==> src/rtl/eth_ipv4_tcp_header_parser_core_defines.svh <==
// Assertion helpers
`ifndef ETH_IPV4_TCP_HEADER_PARSER_CORE_DEFINES_SVH
`define ETH_IPV4_TCP_HEADER_PARSER_CORE_DEFINES_SVH
`define EITP_ASSERT_IMPL(lbl, clk, rst_n, a, c) \
    lbl: assert property (@(posedge clk) disable iff (!rst_n) (a) |-> (c)) else $error("lbl");
`define EITP_ASSERT_NEXT(lbl, clk, rst_n, a, c) \
    lbl: assert property (@(posedge clk) disable iff (!rst_n) (a) |=> (c)) else $error("lbl");
`endif

==> src/rtl/eitp_pkg.sv <==
package eitp_pkg;
    localparam int MaxFrameBytes = 65536;
    localparam int CountW = $clog2(MaxFrameBytes + 1);
    localparam int QDepth = 4;
    localparam int QAddrW = $clog2(QDepth);

    typedef enum logic [2:0] {
        PH_ETH, PH_ARP, PH_IP, PH_TCP, PH_ICMP, PH_PAYLOAD, PH_STOP
    } phase_t;

    typedef enum logic [1:0] {
        OPT_KIND, OPT_LEN, OPT_DATA, OPT_DONE
    } opt_sub_t;

    localparam logic [5:0] CODE_END = 6'd32;

    typedef struct packed {
        logic [5:0]  code;
        logic [63:0] value;
        logic [3:0]  status;
        logic        last;
    } rec_t;

    // classified record pair for one byte
    typedef struct packed {
        logic       v0;
        rec_t       r0;
        logic       v1;
        rec_t       r1;
    } pair_t;

    function automatic logic [7:0] opt_len_of(input logic [7:0] kind);
        logic [7:0] r;
        unique case (kind)
            8'd2:    r = 8'd4;
            8'd3:    r = 8'd3;
            8'd4:    r = 8'd2;
            8'd8:    r = 8'd10;
            default: r = 8'd0;
        endcase
        return r;
    endfunction
endpackage

==> src/rtl/eitp_front.sv <==
module eitp_front (
    input  logic              clk,
    input  logic              rst_n,
    input  logic              take,
    input  logic [7:0]        data_byte,
    input  logic              frame_end,
    output eitp_pkg::pair_t   pair
);
    import eitp_pkg::*;

    logic [CountW-1:0] byte_count_reg, byte_count_next;
    logic [63:0] gather_reg, gather_next;
    phase_t      phase_reg, phase_next;
    logic [7:0]  pos_reg, pos_next;
    logic [15:0] ether_kind_reg, ether_kind_next;
    logic [5:0]  ihl_reg, ihl_next;
    logic [15:0] total_reg, total_next;
    logic [7:0]  proto_reg, proto_next;
    logic [5:0]  thl_reg, thl_next;
    logic [7:0]  icmp_type_reg, icmp_type_next;
    opt_sub_t    osub_reg, osub_next;
    logic        oerr_reg, oerr_next;
    logic [7:0]  okind_reg, okind_next;
    logic [7:0]  orem_reg, orem_next;
    logic [3:0]  perr_reg, perr_next;

    logic [7:0]  b;
    logic [63:0] g;
    logic [7:0]  pos;
    logic [6:0]  eff, eff_cur;
    logic [7:0]  left, want;
    logic [16:0] hdr_sum;
    rec_t        r0, r1;
    logic        v0, v1;
    logic [3:0]  st;
    logic [63:0] off;
    logic [5:0]  new_thl;

    always_comb
    begin
        b = data_byte;
        g = {gather_reg[55:0], b};
        pos = pos_reg;
        byte_count_next = (byte_count_reg < CountW'(MaxFrameBytes)) ?
            byte_count_reg + 1'b1 : byte_count_reg;
        pos_next = (pos_reg != 8'hFF) ? pos_reg + 8'd1 : pos_reg;
        gather_next = g;
        phase_next = phase_reg;
        ether_kind_next = ether_kind_reg;
        ihl_next = ihl_reg;
        total_next = total_reg;
        proto_next = proto_reg;
        thl_next = thl_reg;
        icmp_type_next = icmp_type_reg;
        osub_next = osub_reg;
        oerr_next = oerr_reg;
        okind_next = okind_reg;
        orem_next = orem_reg;
        perr_next = perr_reg;
        v0 = 1'b0;
        v1 = 1'b0;
        r0 = '0;
        r1 = '0;
        new_thl = {b[7:4], 2'b00};
        eff_cur = (thl_reg < 6'd20) ? 7'd20 : {1'b0, thl_reg};
        eff = eff_cur;
        left = 8'(eff) - 8'd1 - pos;
        want = opt_len_of(okind_reg);
        hdr_sum = 17'(ihl_reg) + 17'(eff_cur);
        unique case (phase_reg)
            PH_ETH:
            begin
                if (pos == 8'd5)
                begin
                    v0 = 1'b1; r0.code = 6'd0; r0.value = {16'd0, g[47:0]};
                end
                else if (pos == 8'd11)
                begin
                    v0 = 1'b1; r0.code = 6'd1; r0.value = {16'd0, g[47:0]};
                end
                else if (pos == 8'd13)
                begin
                    ether_kind_next = g[15:0];
                    v0 = 1'b1; r0.code = 6'd2; r0.value = {48'd0, g[15:0]};
                    pos_next = 8'd0;
                    if (g[15:0] == 16'h0806) phase_next = PH_ARP;
                    else if (g[15:0] == 16'h0800) phase_next = PH_IP;
                    else
                    begin
                        phase_next = PH_STOP; perr_next = 4'd2;
                    end
                end
            end
            PH_ARP:
            begin
                if (pos == 8'd1 && g[15:0] != 16'd1 && perr_reg == 4'd0)
                    perr_next = 4'd4;
                else if (pos == 8'd3 && g[15:0] != 16'h0800 && perr_reg == 4'd0)
                    perr_next = 4'd5;
                else if (pos == 8'd4 && b != 8'd6 && perr_reg == 4'd0)
                    perr_next = 4'd6;
                else if (pos == 8'd5 && b != 8'd4 && perr_reg == 4'd0)
                    perr_next = 4'd7;
                else if (pos == 8'd7)
                begin
                    v0 = 1'b1; r0.code = 6'd3; r0.value = {48'd0, g[15:0]};
                end
                else if (pos == 8'd13)
                begin
                    v0 = 1'b1; r0.code = 6'd4; r0.value = {16'd0, g[47:0]};
                end
                else if (pos == 8'd17)
                begin
                    v0 = 1'b1; r0.code = 6'd5; r0.value = {32'd0, g[31:0]};
                end
                else if (pos == 8'd23)
                begin
                    v0 = 1'b1; r0.code = 6'd6; r0.value = {16'd0, g[47:0]};
                end
                else if (pos == 8'd27)
                begin
                    v0 = 1'b1; r0.code = 6'd7; r0.value = {32'd0, g[31:0]};
                    pos_next = 8'd0;
                    phase_next = (perr_reg != 4'd0) ? PH_STOP : PH_PAYLOAD;
                end
            end
            PH_IP:
            begin
                if (pos == 8'd0) ihl_next = {b[3:0], 2'b00};
                else if (pos == 8'd3)
                begin
                    total_next = g[15:0];
                    v0 = 1'b1; r0.code = 6'd8; r0.value = {48'd0, g[15:0]};
                end
                else if (pos == 8'd5)
                begin
                    v0 = 1'b1; r0.code = 6'd9; r0.value = {48'd0, g[15:0]};
                end
                else if (pos == 8'd6)
                begin
                    v0 = 1'b1; r0.code = 6'd10; r0.value = {56'd0, b & 8'hE0};
                end
                else if (pos == 8'd7)
                begin
                    v0 = 1'b1; r0.code = 6'd11; r0.value = {51'd0, g[12:0]};
                end
                else if (pos == 8'd9)
                begin
                    proto_next = b;
                    v0 = 1'b1; r0.code = 6'd12; r0.value = {56'd0, b};
                end
                else if (pos == 8'd15)
                begin
                    v0 = 1'b1; r0.code = 6'd13; r0.value = {32'd0, g[31:0]};
                end
                else if (pos == 8'd19)
                begin
                    v0 = 1'b1; r0.code = 6'd14; r0.value = {32'd0, g[31:0]};
                end
                if (pos == 8'd19 && ihl_reg < 6'd20)
                begin
                    phase_next = PH_STOP; perr_next = 4'd8; pos_next = 8'd0;
                end
                else if (pos >= 8'd19 && pos + 8'd1 == 8'(ihl_reg))
                begin
                    pos_next = 8'd0;
                    if (proto_reg == 8'd6) phase_next = PH_TCP;
                    else if (proto_reg == 8'd1) phase_next = PH_ICMP;
                    else
                    begin
                        phase_next = PH_STOP; perr_next = 4'd9;
                    end
                end
            end
            PH_TCP:
            begin
                if (pos == 8'd12)
                begin
                    eff = (new_thl < 6'd20) ? 7'd20 : {1'b0, new_thl};
                end
                hdr_sum = 17'(ihl_reg) + 17'(eff);
                left = 8'(eff) - 8'd1 - pos;
                if (pos == 8'd1)
                begin
                    v0 = 1'b1; r0.code = 6'd15; r0.value = {48'd0, g[15:0]};
                end
                else if (pos == 8'd3)
                begin
                    v0 = 1'b1; r0.code = 6'd16; r0.value = {48'd0, g[15:0]};
                end
                else if (pos == 8'd7)
                begin
                    v0 = 1'b1; r0.code = 6'd17; r0.value = {32'd0, g[31:0]};
                end
                else if (pos == 8'd11)
                begin
                    v0 = 1'b1; r0.code = 6'd18; r0.value = {32'd0, g[31:0]};
                end
                else if (pos == 8'd12)
                begin
                    thl_next = new_thl;
                    if (new_thl < 6'd20)
                    begin
                        oerr_next = 1'b1; osub_next = OPT_DONE;
                    end
                    if (17'(total_reg) >= hdr_sum)
                    begin
                        v0 = 1'b1; r0.code = 6'd19;
                        r0.value = {47'd0, 17'(total_reg) - hdr_sum};
                    end
                end
                else if (pos == 8'd13)
                begin
                    v0 = 1'b1; r0.code = 6'd20; r0.value = {56'd0, b};
                end
                else if (pos == 8'd15)
                begin
                    v0 = 1'b1; r0.code = 6'd21; r0.value = {48'd0, g[15:0]};
                end
                if (pos >= 8'd20 && pos < 8'(eff) && osub_reg != OPT_DONE)
                begin
                    unique case (osub_reg)
                        OPT_KIND:
                        begin
                            if (b == 8'd0)
                            begin
                                if (left != 8'd0) oerr_next = 1'b1;
                                osub_next = OPT_DONE;
                            end
                            else if (b != 8'd1)
                            begin
                                if (left == 8'd0)
                                begin
                                    oerr_next = 1'b1; osub_next = OPT_DONE;
                                end
                                else
                                begin
                                    okind_next = b; osub_next = OPT_LEN;
                                end
                            end
                        end
                        OPT_LEN:
                        begin
                            if (b < 8'd2 || b - 8'd2 > left ||
                                (want != 8'd0 && b != want))
                            begin
                                oerr_next = 1'b1; osub_next = OPT_DONE;
                            end
                            else
                            begin
                                orem_next = b - 8'd2;
                                if (b == 8'd2)
                                begin
                                    osub_next = OPT_KIND;
                                    if (okind_reg == 8'd4)
                                    begin
                                        v1 = 1'b1; r1.code = 6'd24; r1.value = 64'd1;
                                    end
                                end
                                else osub_next = OPT_DATA;
                            end
                        end
                        default:
                        begin
                            orem_next = orem_reg - 8'd1;
                            if (orem_reg == 8'd1)
                            begin
                                osub_next = OPT_KIND;
                                v1 = (okind_reg == 8'd2) || (okind_reg == 8'd3) ||
                                     (okind_reg == 8'd8);
                                if (okind_reg == 8'd2)
                                begin
                                    r1.code = 6'd22; r1.value = {48'd0, g[15:0]};
                                end
                                else if (okind_reg == 8'd3)
                                begin
                                    r1.code = 6'd23; r1.value = {56'd0, b};
                                end
                                else
                                begin
                                    r1.code = 6'd25; r1.value = g;
                                end
                            end
                        end
                    endcase
                end
                if (pos >= 8'd19 && pos + 8'd1 == 8'(eff))
                begin
                    pos_next = 8'd0;
                    if (17'(total_reg) < hdr_sum)
                    begin
                        phase_next = PH_STOP; perr_next = 4'd11;
                    end
                    else phase_next = PH_PAYLOAD;
                end
            end
            PH_ICMP:
            begin
                if (pos == 8'd0)
                begin
                    icmp_type_next = b;
                    v0 = 1'b1; r0.code = 6'd26; r0.value = {56'd0, b};
                end
                else if (pos == 8'd1)
                begin
                    v0 = 1'b1; r0.code = 6'd27; r0.value = {56'd0, b};
                end
                else if (pos == 8'd4 && icmp_type_reg == 8'd12)
                begin
                    v0 = 1'b1; r0.code = 6'd31; r0.value = {56'd0, b};
                end
                else if (pos == 8'd5 && (icmp_type_reg == 8'd0 || icmp_type_reg == 8'd8))
                begin
                    v0 = 1'b1; r0.code = 6'd28; r0.value = {48'd0, g[15:0]};
                end
                else if (pos == 8'd7 && (icmp_type_reg == 8'd0 || icmp_type_reg == 8'd8))
                begin
                    v0 = 1'b1; r0.code = 6'd29; r0.value = {48'd0, g[15:0]};
                end
                else if (pos == 8'd7 && icmp_type_reg == 8'd3)
                begin
                    v0 = 1'b1; r0.code = 6'd30; r0.value = {48'd0, g[15:0]};
                end
                if (pos == 8'd7)
                begin
                    pos_next = 8'd0;
                    if (16'(ihl_reg) + 16'd8 > total_reg)
                    begin
                        phase_next = PH_STOP; perr_next = 4'd11;
                    end
                    else phase_next = PH_PAYLOAD;
                end
            end
            default:
            begin
            end
        endcase

        // end record uses state as it stood before this byte's phase change
        off = 64'd0;
        unique case (phase_reg)
            PH_ETH:  st = 4'd1;
            PH_ARP:  st = (phase_next == PH_PAYLOAD) ? 4'd0 :
                          (phase_next == PH_STOP) ? perr_next : 4'd3;
            PH_IP:   st = 4'd8;
            PH_TCP, PH_ICMP: st = 4'd10;
            PH_PAYLOAD: st = 4'd0;
            default: st = perr_reg;
        endcase
        // phases completing on this byte report as the model would after the step
        if (phase_reg != PH_ARP && phase_reg != PH_PAYLOAD && phase_reg != PH_STOP)
        begin
            if (phase_next == PH_STOP) st = perr_next;
            else if (phase_next == PH_PAYLOAD) st = 4'd0;
            else if (phase_next != phase_reg) st = (phase_next == PH_ARP) ? 4'd3 :
                (phase_next == PH_IP) ? 4'd8 : 4'd10;
        end
        if (phase_next == PH_PAYLOAD && st == 4'd0)
        begin
            if (ether_kind_next == 16'h0806) off = 64'd42;
            else if (18'(byte_count_next) < 18'd14 + 18'(total_next)) st = 4'd12;
            else if (proto_next == 8'd6)
            begin
                if (oerr_next) st = 4'd13;
                else off = 64'(7'd14 + 7'(ihl_next)) + 64'((thl_next < 6'd20) ? 7'd20 :
                           {1'b0, thl_next});
            end
            else off = 64'(7'd22 + 7'(ihl_next));
        end
        if (frame_end)
        begin
            if (!v0 && v1)
            begin
                v0 = 1'b1; r0 = r1; v1 = 1'b0;
            end
            if (!v0)
            begin
                v0 = 1'b1; r0.code = CODE_END; r0.value = off; r0.status = st;
                r0.last = 1'b1;
            end
            else
            begin
                v1 = 1'b1; r1.code = CODE_END; r1.value = off; r1.status = st;
                r1.last = 1'b1;
            end
        end
        else if (!v0 && v1)
        begin
            v0 = 1'b1; r0 = r1; v1 = 1'b0; r1 = '0;
        end
        pair.v0 = v0 & take;
        pair.r0 = r0;
        pair.v1 = v1 & take;
        pair.r1 = r1;
    end

    always_ff @(posedge clk or negedge rst_n)
    begin
        if (!rst_n)
        begin
            byte_count_reg <= '0; gather_reg <= '0; phase_reg <= PH_ETH;
            pos_reg <= '0; ether_kind_reg <= '0; ihl_reg <= '0; total_reg <= '0;
            proto_reg <= '0; thl_reg <= '0; icmp_type_reg <= '0;
            osub_reg <= OPT_KIND; oerr_reg <= 1'b0; okind_reg <= '0;
            orem_reg <= '0; perr_reg <= '0;
        end
        else if (take)
        begin
            if (frame_end)
            begin
                byte_count_reg <= '0; gather_reg <= '0; phase_reg <= PH_ETH;
                pos_reg <= '0; ether_kind_reg <= '0; ihl_reg <= '0; total_reg <= '0;
                proto_reg <= '0; thl_reg <= '0; icmp_type_reg <= '0;
                osub_reg <= OPT_KIND; oerr_reg <= 1'b0; okind_reg <= '0;
                orem_reg <= '0; perr_reg <= '0;
            end
            else
            begin
                byte_count_reg <= byte_count_next; gather_reg <= gather_next;
                phase_reg <= phase_next; pos_reg <= pos_next;
                ether_kind_reg <= ether_kind_next; ihl_reg <= ihl_next;
                total_reg <= total_next; proto_reg <= proto_next;
                thl_reg <= thl_next; icmp_type_reg <= icmp_type_next;
                osub_reg <= osub_next; oerr_reg <= oerr_next;
                okind_reg <= okind_next; orem_reg <= orem_next;
                perr_reg <= perr_next;
            end
        end
    end
endmodule

==> src/rtl/eitp_queue.sv <==
module eitp_queue (
    input  logic            clk,
    input  logic            rst_n,
    input  eitp_pkg::pair_t pair,
    output logic            full,
    output logic            empty,
    input  logic            pop,
    output eitp_pkg::rec_t  head
);
    import eitp_pkg::*;
    `include "eth_ipv4_tcp_header_parser_core_defines.svh"

    rec_t mem_reg [QDepth];
    logic [QAddrW-1:0] wp_reg, rp_reg;
    logic [QAddrW:0]   cnt_reg, cnt_next;
    logic              do_pop;
    logic [1:0]        n_in;

    assign do_pop = pop && !empty;
    assign empty = (cnt_reg == '0);
    // room must remain for two records from one transaction
    assign full = (cnt_reg > (QAddrW+1)'(QDepth - 2));
    assign head = mem_reg[rp_reg];
    assign n_in = {1'b0, pair.v0} + {1'b0, pair.v1};
    assign cnt_next = cnt_reg + (QAddrW+1)'(n_in) - (QAddrW+1)'(do_pop);

    always_ff @(posedge clk)
    begin
        if (pair.v0) mem_reg[wp_reg] <= pair.r0;
        if (pair.v1) mem_reg[wp_reg + QAddrW'(1)] <= pair.r1;
    end

    always_ff @(posedge clk or negedge rst_n)
    begin
        if (!rst_n)
        begin
            wp_reg <= '0; rp_reg <= '0; cnt_reg <= '0;
        end
        else
        begin
            wp_reg <= wp_reg + QAddrW'(n_in);
            rp_reg <= rp_reg + QAddrW'(do_pop);
            cnt_reg <= cnt_next;
        end
    end

    `EITP_ASSERT_IMPL(a_no_overflow, clk, rst_n, 1'b1, cnt_reg <= (QAddrW+1)'(QDepth))
    `EITP_ASSERT_IMPL(a_pair_order, clk, rst_n, pair.v1, pair.v0)
    `EITP_ASSERT_NEXT(a_pop_count, clk, rst_n, do_pop && n_in == 2'd0,
                      cnt_reg == $past(cnt_reg) - 1'b1)
endmodule

==> src/rtl/eth_ipv4_tcp_header_parser_core.sv <==
// Records enter the queue at the edge that takes the byte completing them.
// Throughput: 1 byte per cycle unless full; up to 2 records per byte into a
// 4-entry queue. Input stalls (full) while 3 or more records wait, so a
// two-record byte can stall it even while the result side drains.
// Reset: asynchronous active-low rst_n clears parse state and empties the queue.
module eth_ipv4_tcp_header_parser_core (
    input  logic        clk,
    input  logic        rst_n,
    input  logic        push,
    output logic        full,
    input  logic [7:0]  data_byte,
    input  logic        frame_end,
    output logic        empty,
    input  logic        pop,
    output logic [5:0]  field_code,
    output logic [63:0] field_value,
    output logic [3:0]  status,
    output logic        record_last
);
    import eitp_pkg::*;

    pair_t pair;
    rec_t  head;
    logic  take;

    assign take = push && !full;

    eitp_front u_front (
        .clk(clk), .rst_n(rst_n), .take(take),
        .data_byte(data_byte), .frame_end(frame_end), .pair(pair)
    );

    eitp_queue u_queue (
        .clk(clk), .rst_n(rst_n), .pair(pair), .full(full),
        .empty(empty), .pop(pop), .head(head)
    );

    assign field_code = head.code;
    assign field_value = head.value;
    assign status = head.status;
    assign record_last = head.last;
endmodule
==> config.mk <==
export PLATFORM = sky130hd
export DESIGN_NAME = eth_ipv4_tcp_header_parser_core
export DESIGN_NICKNAME = d
export VERILOG_FILES = /design/src/rtl/eitp_pkg.sv /design/src/rtl/eitp_front.sv /design/src/rtl/eitp_queue.sv /design/src/rtl/eth_ipv4_tcp_header_parser_core.sv
export VERILOG_INCLUDE_DIRS = /design/src /design/src/rtl
export SDC_FILE = /design/constraint.sdc
export NUM_CORES = 1
export LEC_CHECK = 0
export ABC_CLOCK_PERIOD_IN_PS = 12700
export BUFFER_PORTS_ARGS = -buffer_cell sky130_fd_sc_hd__buf_2
export CAP_MARGIN = 10
export CORE_MARGIN = 2
export CORE_UTILIZATION = 68
export DETAILED_ROUTE_END_ITERATION = 12
export PLACE_DENSITY = 0.86
export SYNTH_ARGS = -nofsm -noshare
export SYNTH_HDL_FRONTEND = slang
export SYNTH_SLANG_ARGS = --single-unit
==> constraint.sdc <==
create_clock -name clk -period 12.7 [get_ports clk]
set_input_delay 0.635 -clock clk [delete_from_list [all_inputs] [get_ports clk]]
set_output_delay 0.635 -clock clk [all_outputs]
set_load 0.01 [all_outputs]
# Yosys cells after proc, flatten, opt, wreduce, memory -nomap -nowiden
# Memory sizes are Yosys's and may differ from the RTL's.
# Index checks and enable logic that the tools add are counted.
totals:
  reg_bits: 174
  ramBits: 300
  input_bits: 13
  output_inout_bits: 77
  word_cells: 434
  mem_count: 1
op_classes:
  addsub: 19
  n_lt_le_gt_ge: 15
  n_eq_ne: 58
  muxes: 266
  bitwise: 2
  n_reduce_logical: 55
memory_table:
  columns: ["name", "depth", "word_bits", "rd", "rd_ports_with_merged_regs", "write_ports", "line", "rtl"]
  rows:
  - ["u_queue.mem_reg", 4, 75, 1, 0, 2, "eitp_queue.sv:13", "rec_t mem_reg [QDepth];"]
ops:
  columns: ["cell", "n"]
  rows:
  - ["70-bit two-way mux", 29]
  - ["75-bit two-way mux", 6]
  - ["70-bit case mux with 5 select lines", 1]
  - ["69-bit two-way mux", 5]
  - ["64-bit two-way mux", 5]
  - ["8-bit two-way mux", 40]
  - ["68-bit two-way mux", 4]
  - ["16-bit two-way mux", 9]
  - ["70-bit case mux with 2 select lines", 1]
  - ["67-bit two-way mux", 2]
  - ["66-bit two-way mux", 2]
  - ["4-bit two-way mux", 30]
  - ["6-bit two-way mux", 13]
  - ["64-bit adder", 1]
  - ["8-bit by 4-bit == test with 1-bit output (second input constant)", 8]
  - ["1-bit two-way mux", 64]
  - ["3-bit two-way mux", 20]
  - ["8-bit by 3-bit == test with 1-bit output (second input constant)", 7]
  - ["56-bit two-way mux", 1]
  - ["16-bit by 12-bit == test with 1-bit output (second input constant)", 3]
  - ["8-bit by 2-bit == test with 1-bit output (second input constant)", 5]
  - ["2-bit two-way mux", 20]
  - ["4-bit case mux with 5 select lines", 2]
  - ["8-bit case mux with 5 select lines", 1]
  - ["71 further kinds", 136]

# Depth between registers and ports, before layout
logic_depth:
  word_depth: 27
  depth_mapped: 29
  ltp_nobuf: 28

# By module
# From an unflattened synthesis, not the netlist that was laid out.
unflattened:
  cells_unflattened: 2563
  area_unflattened_um2: 29353.2
modules_own_cells:
  columns: ["mod", "n_inst", "cells_per_inst", "area_each_um2", "seq_area_each_um2"]
  rows:
  - ["eitp_queue", 1, 763, 14779.2, 9183.8]
  - ["eitp_front", 1, 1799, 14560.2, 4179.0]
  - ["eth_ipv4_tcp_header_parser_core", 1, 1, 13.8, 0.0]

# Least setup slack after synthesis
# OpenSTA, ideal clock, no wires.
synth_path:
  path_kind: "flip-flop to flip-flop"
  start: "register u_front.pos_reg[0], in the netlist u_front.pos[0]"
  end: "memory u_queue.mem_reg[3][0] in the netlist's numbering, enable pin"
  setup_ns: 0.515
  arrival_ns: 7.955
  t_required_ns: 12.185
  slack_ns: 4.230
  path_stages_with_launch: 24
  n_path_buf: 1
  period_less_slack_ns: 8.470
  path_cell_list: "dfrtp_1 > inv_1 > ha_1 > clkbuf_1 > and3_1 > nand2_1 > or3_1 > o31a_1 > ha_1 > nor2b_1 > o31a_1 > o21a_1 > or3_1 > and2_1 > ha_1 > nand4_1 > o21a_1 > nor3_1 > a31oi_1 > nand4_1 > nor2_1 > nor2_1 > a21oi_1 > nor2b_1"
synth_rtl:
  columns: ["element", "line", "rtl"]
  rows:
  - ["start, declared", "eitp_front.sv:14", "logic [7:0] pos_reg, pos_next;"]
  - ["start signal, assigned", "eitp_front.sv:420", "phase_reg <= phase_next; pos_reg <= pos_next;"]
  - ["end, declared", "eitp_queue.sv:13", null]

==> impl_metrics.csv <==
group,metric,value,unit
sta,grt_setup_unrepaired,"false",
setup_path,cp_max_fo,49,
floorplanning,die_area,0.0407,mm2
floorplanning,io_pins,90,
synthesis,post_synthesis_cell_type_count,95,
drt,route.detailed.drc,0,
pwr,seq_power_share,38.8,%
synthesis,yosys-mux-area-fraction,7.53,%
setup_path,kind_of_capture_point_of_the_worst_setup_path,"flop",
synthesis,yosys-top-cells-count,"371 x nor2_1, 311 x nand2_1, 296 x edfxtp_1, 183 x o21ai_0, 174 x dfrtp_1",
clock_tree,worstSkewPairLatency,620,ps
setup_path,worst-setup-path-type,"reg -> reg",
cells_and_area,area_overhead_of_the_layout_relative_to_synthesis,8.96,%
worst_hold_path,hold_path_startpoint,"u_front.ether_kind_reg[1]",
clock_tree,cts-root-buf,"clkbuf_16",
grt,gr_overflow_total,0,
drt,post_drt_via_cell_ratio,7.29,
floorplanning,core-area,0.0386,mm2
floorplanning,initial_utilization,68.8,%
setup_path,worstPathRequired,12930,ps
drt,via_count,23100,
sta,timing.final.crit_period,7870,ps
pwr,power.switching,1.96,mW
floorplanning,rows,72,
grt,grt_pass1_vias,22400,
cells_and_area,largest_reg_flops,296,
setup_path,start_kind,"flop",
synthesis,synth_largest_area_cell,"edfxtp_1",
status,result_of_the_run,"finished, final reports clean",
sta,clock_skew,23.5,ps
sta,f_max,127,MHz
setup_path,timing.rr.start,"u_front.pos[0]",
floorplanning,die_width,202,um
setup_path,cp.arrival,8100,ps
synthesis,post_synth_fa_ha_maj_area_fraction,4.09,%
pwr,pwr-share-comb,32.5,%
pwr,clkPwrFrac,28.7,%
clock_tree,h-tree-depth,2,
synthesis,synth_sequential_area_ratio,49.8,%
clock_tree,cts_buffers,46,
sta,slew-limit-headroom,15.0,%
drt,firstDrtPassIters,7,
sta,setup_total_negative_slack,0,ps
cells_and_area,final_non_filler_cells,3166,
pwr,leakagePower,11.5,nW
synthesis,synth-async-reset-ratio,37.0,%
synthesis,synth_top_cell_area_share,33.4,%
sta,final-setup-viol-count,0,
drt,drt-wirelength-per-cell,27.6,um
drt,final_wirelength,87500,um
synthesis,syn-cell-area,0.0266,mm2
cells_and_area,drive_gt1_share,12.1,%
synthesis,dominantRegCellSynth,"edfxtp_1",
pwr,p_per_area,184,mW/mm2
floorplanning,die_height,202,um
synthesis,synthesis.nets,2713,
synthesis,synth_top_cells_by_area,"edfxtp_1 33%, dfrtp_1 16%, mux4_2 6.3%",
pwr,power.share.switching,36.8,%
place,dpl.cell_count,3079,
clock_tree,cts_buffer_depth,3,
synthesis,synth_edf_count,296,
clock_tree,tritoncts,"built",
place,gp_congestion,1.09,
cells_and_area,fin_nets,2707,
clock_tree,cts_num_sinks,470,
sta,final_max_slew_viol_count,0,
place,dp.final_hpwl,54700,um
synthesis,synth_compound_gate_area_share,14.8,%
setup_path,cp-startpoint,"u_front.pos[0]",
grt,grt_max_degree,106,
synthesis,synth_simple_gate_area_share,17.5,%
drt,dr.first_iter.drc_count,3440,
flow_run,drv_cap,0,
grt,antenna_found_initial,1,
synthesis,synth_top_family_by_area,"simple AND/OR/NAND/NOR gates",
worst_hold_path,hold_class,"reg -> reg",
synthesis,postSynthRegisterBits,470,
synthesis,synth.most_common_cell,"nor2_1",
pwr,cell_internal_pwr,3.37,mW
cells_and_area,nFillCells,2393,
synthesis,post_synth_xor_area_fraction,2.49,%
place,numPortBuffers,89,
clock_tree,cts.clk_slew.worst_paths,70,ps
synthesis,synth_cells,2616,
synthesis,yosys_warnings,0,
sta,portion_of_the_clock_cycle_consumed_by_the_worst_path_in_the_final_layout,62.0,%
drt,drt.antenna.violating_nets,0,
grt,global_route_wire_length_before_repair,134000,um
pwr,irDropWorstVdd,0.144,mV
synthesis,postSynthAreaPerCell,10.2,um2
sta,final-hold-violation-count,0,
grt,grt_util_all_layers,43.2,%
sta,max_slew.worst_pin.slew,1260,ps
[metrics by stage]
stage | power (mW) | instance area, um2 | hold slack, ps | setup slack, ps | utilization (%)
2_1_floorplan | 3.13 | 26600 | 339 | 4230 | -
3_3_place_gp | 3.67 | 27300 | 464 | 5250 | 70.7
3_5_place_dp | 3.73 | 27300 | 472 | 5020 | 70.7
4_1_cts | 5.27 | 29000 | 475 | 4960 | 75.0
5_1_grt | 5.50 | 29000 | 485 | 4420 | 75.0
6_report | 5.34 | 29000 | 486 | 4830 | 75.0
[cell families (layout without fill, tap and decap cells)]
logic type      Yosys count  in the layout
fa+ha+maj                84             84
flops                   470            470
xor+xnor                 74             74
mux                     107            107
buf+inv                 257            288
compound gates          617            617
other cells               0              1
simple gates           1007           1007
[final timing paths]
kind / to / slack, ps / cells past startpoint
max: u_queue.mem_reg[3][39] / 4830 / 23
min: u_front.ether_kind_reg[1] / 490 / 2
max reg2reg: u_queue.mem_reg[3][39] / 4830 / 23
min reg2reg: u_front.ether_kind_reg[1] / 490 / 2
max in group asynchronous: u_queue.rp_reg[0] / 10740 / 3
min in group asynchronous: u_front.thl_reg[1] / 540 / 2
[layout make-up]
class	count	area, um2	share of cell area (%)
inverter	80	300	1.04
timing repair buffer	123	709	2.45
multi-input combinational	1889	12400	42.8
clock inverter	29	439	1.52
antenna	1	2.50	0.00863
tap	518	648	2.24
sequential	470	13200	45.7
clock buffer	56	1220	4.22
[metal layers]
layer	track usage, %	routed length (um)	vias up
met4	23.8	6010	0
li1	-	-	9579
met1	56.1	30100	11000
met2	68.9	40400	2081
met3	8.67	11000	453
met5	0	0	-
[layout by cell type, fill, tap and decap left out, types with 30 or more instances in the layout]
cell       Yosys  final
o21ai_0      183    183
mux4_2        74     74
buf_2         28     88
xor2_1        30     30
xnor2_1       43     43
buf_4          2     33
nor2_1       371    370
nand2_1      311    308
nor3_1        57     57
dfrtp_1      174    172
a21oi_1      138    138
nand3_1       56     56
edfxtp_1     296    296
ha_1          79     79
a22oi_1       50     50
clkbuf_16      0     46
inv_1         78     77
[repair_timing]
item / 4_1_cts / 5_1_grt
resized for setup: 0 / 0
setup buffers: 0 / 0
hold endpoints to repair: 2 / 0
hold buffers: 1 / 0
[power by group through the flow]
stage / Sequential, mW / Clock (mW) / Combinational [mW]
2_1_floorplan: 1.92 / 0 / 1.21
3_3_place_gp: 2.06 / 0 / 1.61
3_5_place_dp: 2.08 / 0 / 1.66
4_1_cts: 2.05 / 1.52 / 1.70
5_1_grt: 2.08 / 1.58 / 1.84
6_report: 2.07 / 1.53 / 1.74
[worst max-delay path, cell delays in order, from the launching register on]
cell     delay (ps)
dfrtp_1         470
inv_1           170
ha_1            690
and3_1          320
nand2_1         200
or3_1           400
o31a_1          170
ha_1            360
nor2b_1         170
o31a_1          260
o21a_1          190
or3_1           340
and2_1          180
ha_1            290
nand4_1         110
o21a_1          210
nor3_1          400
a31oi_1         180
nand4_1         310
nor2_1           70
nor2_1          260
a21oi_1         220
nor2b_4         720
buf_4           750
(Power assumes the default switching activity.)
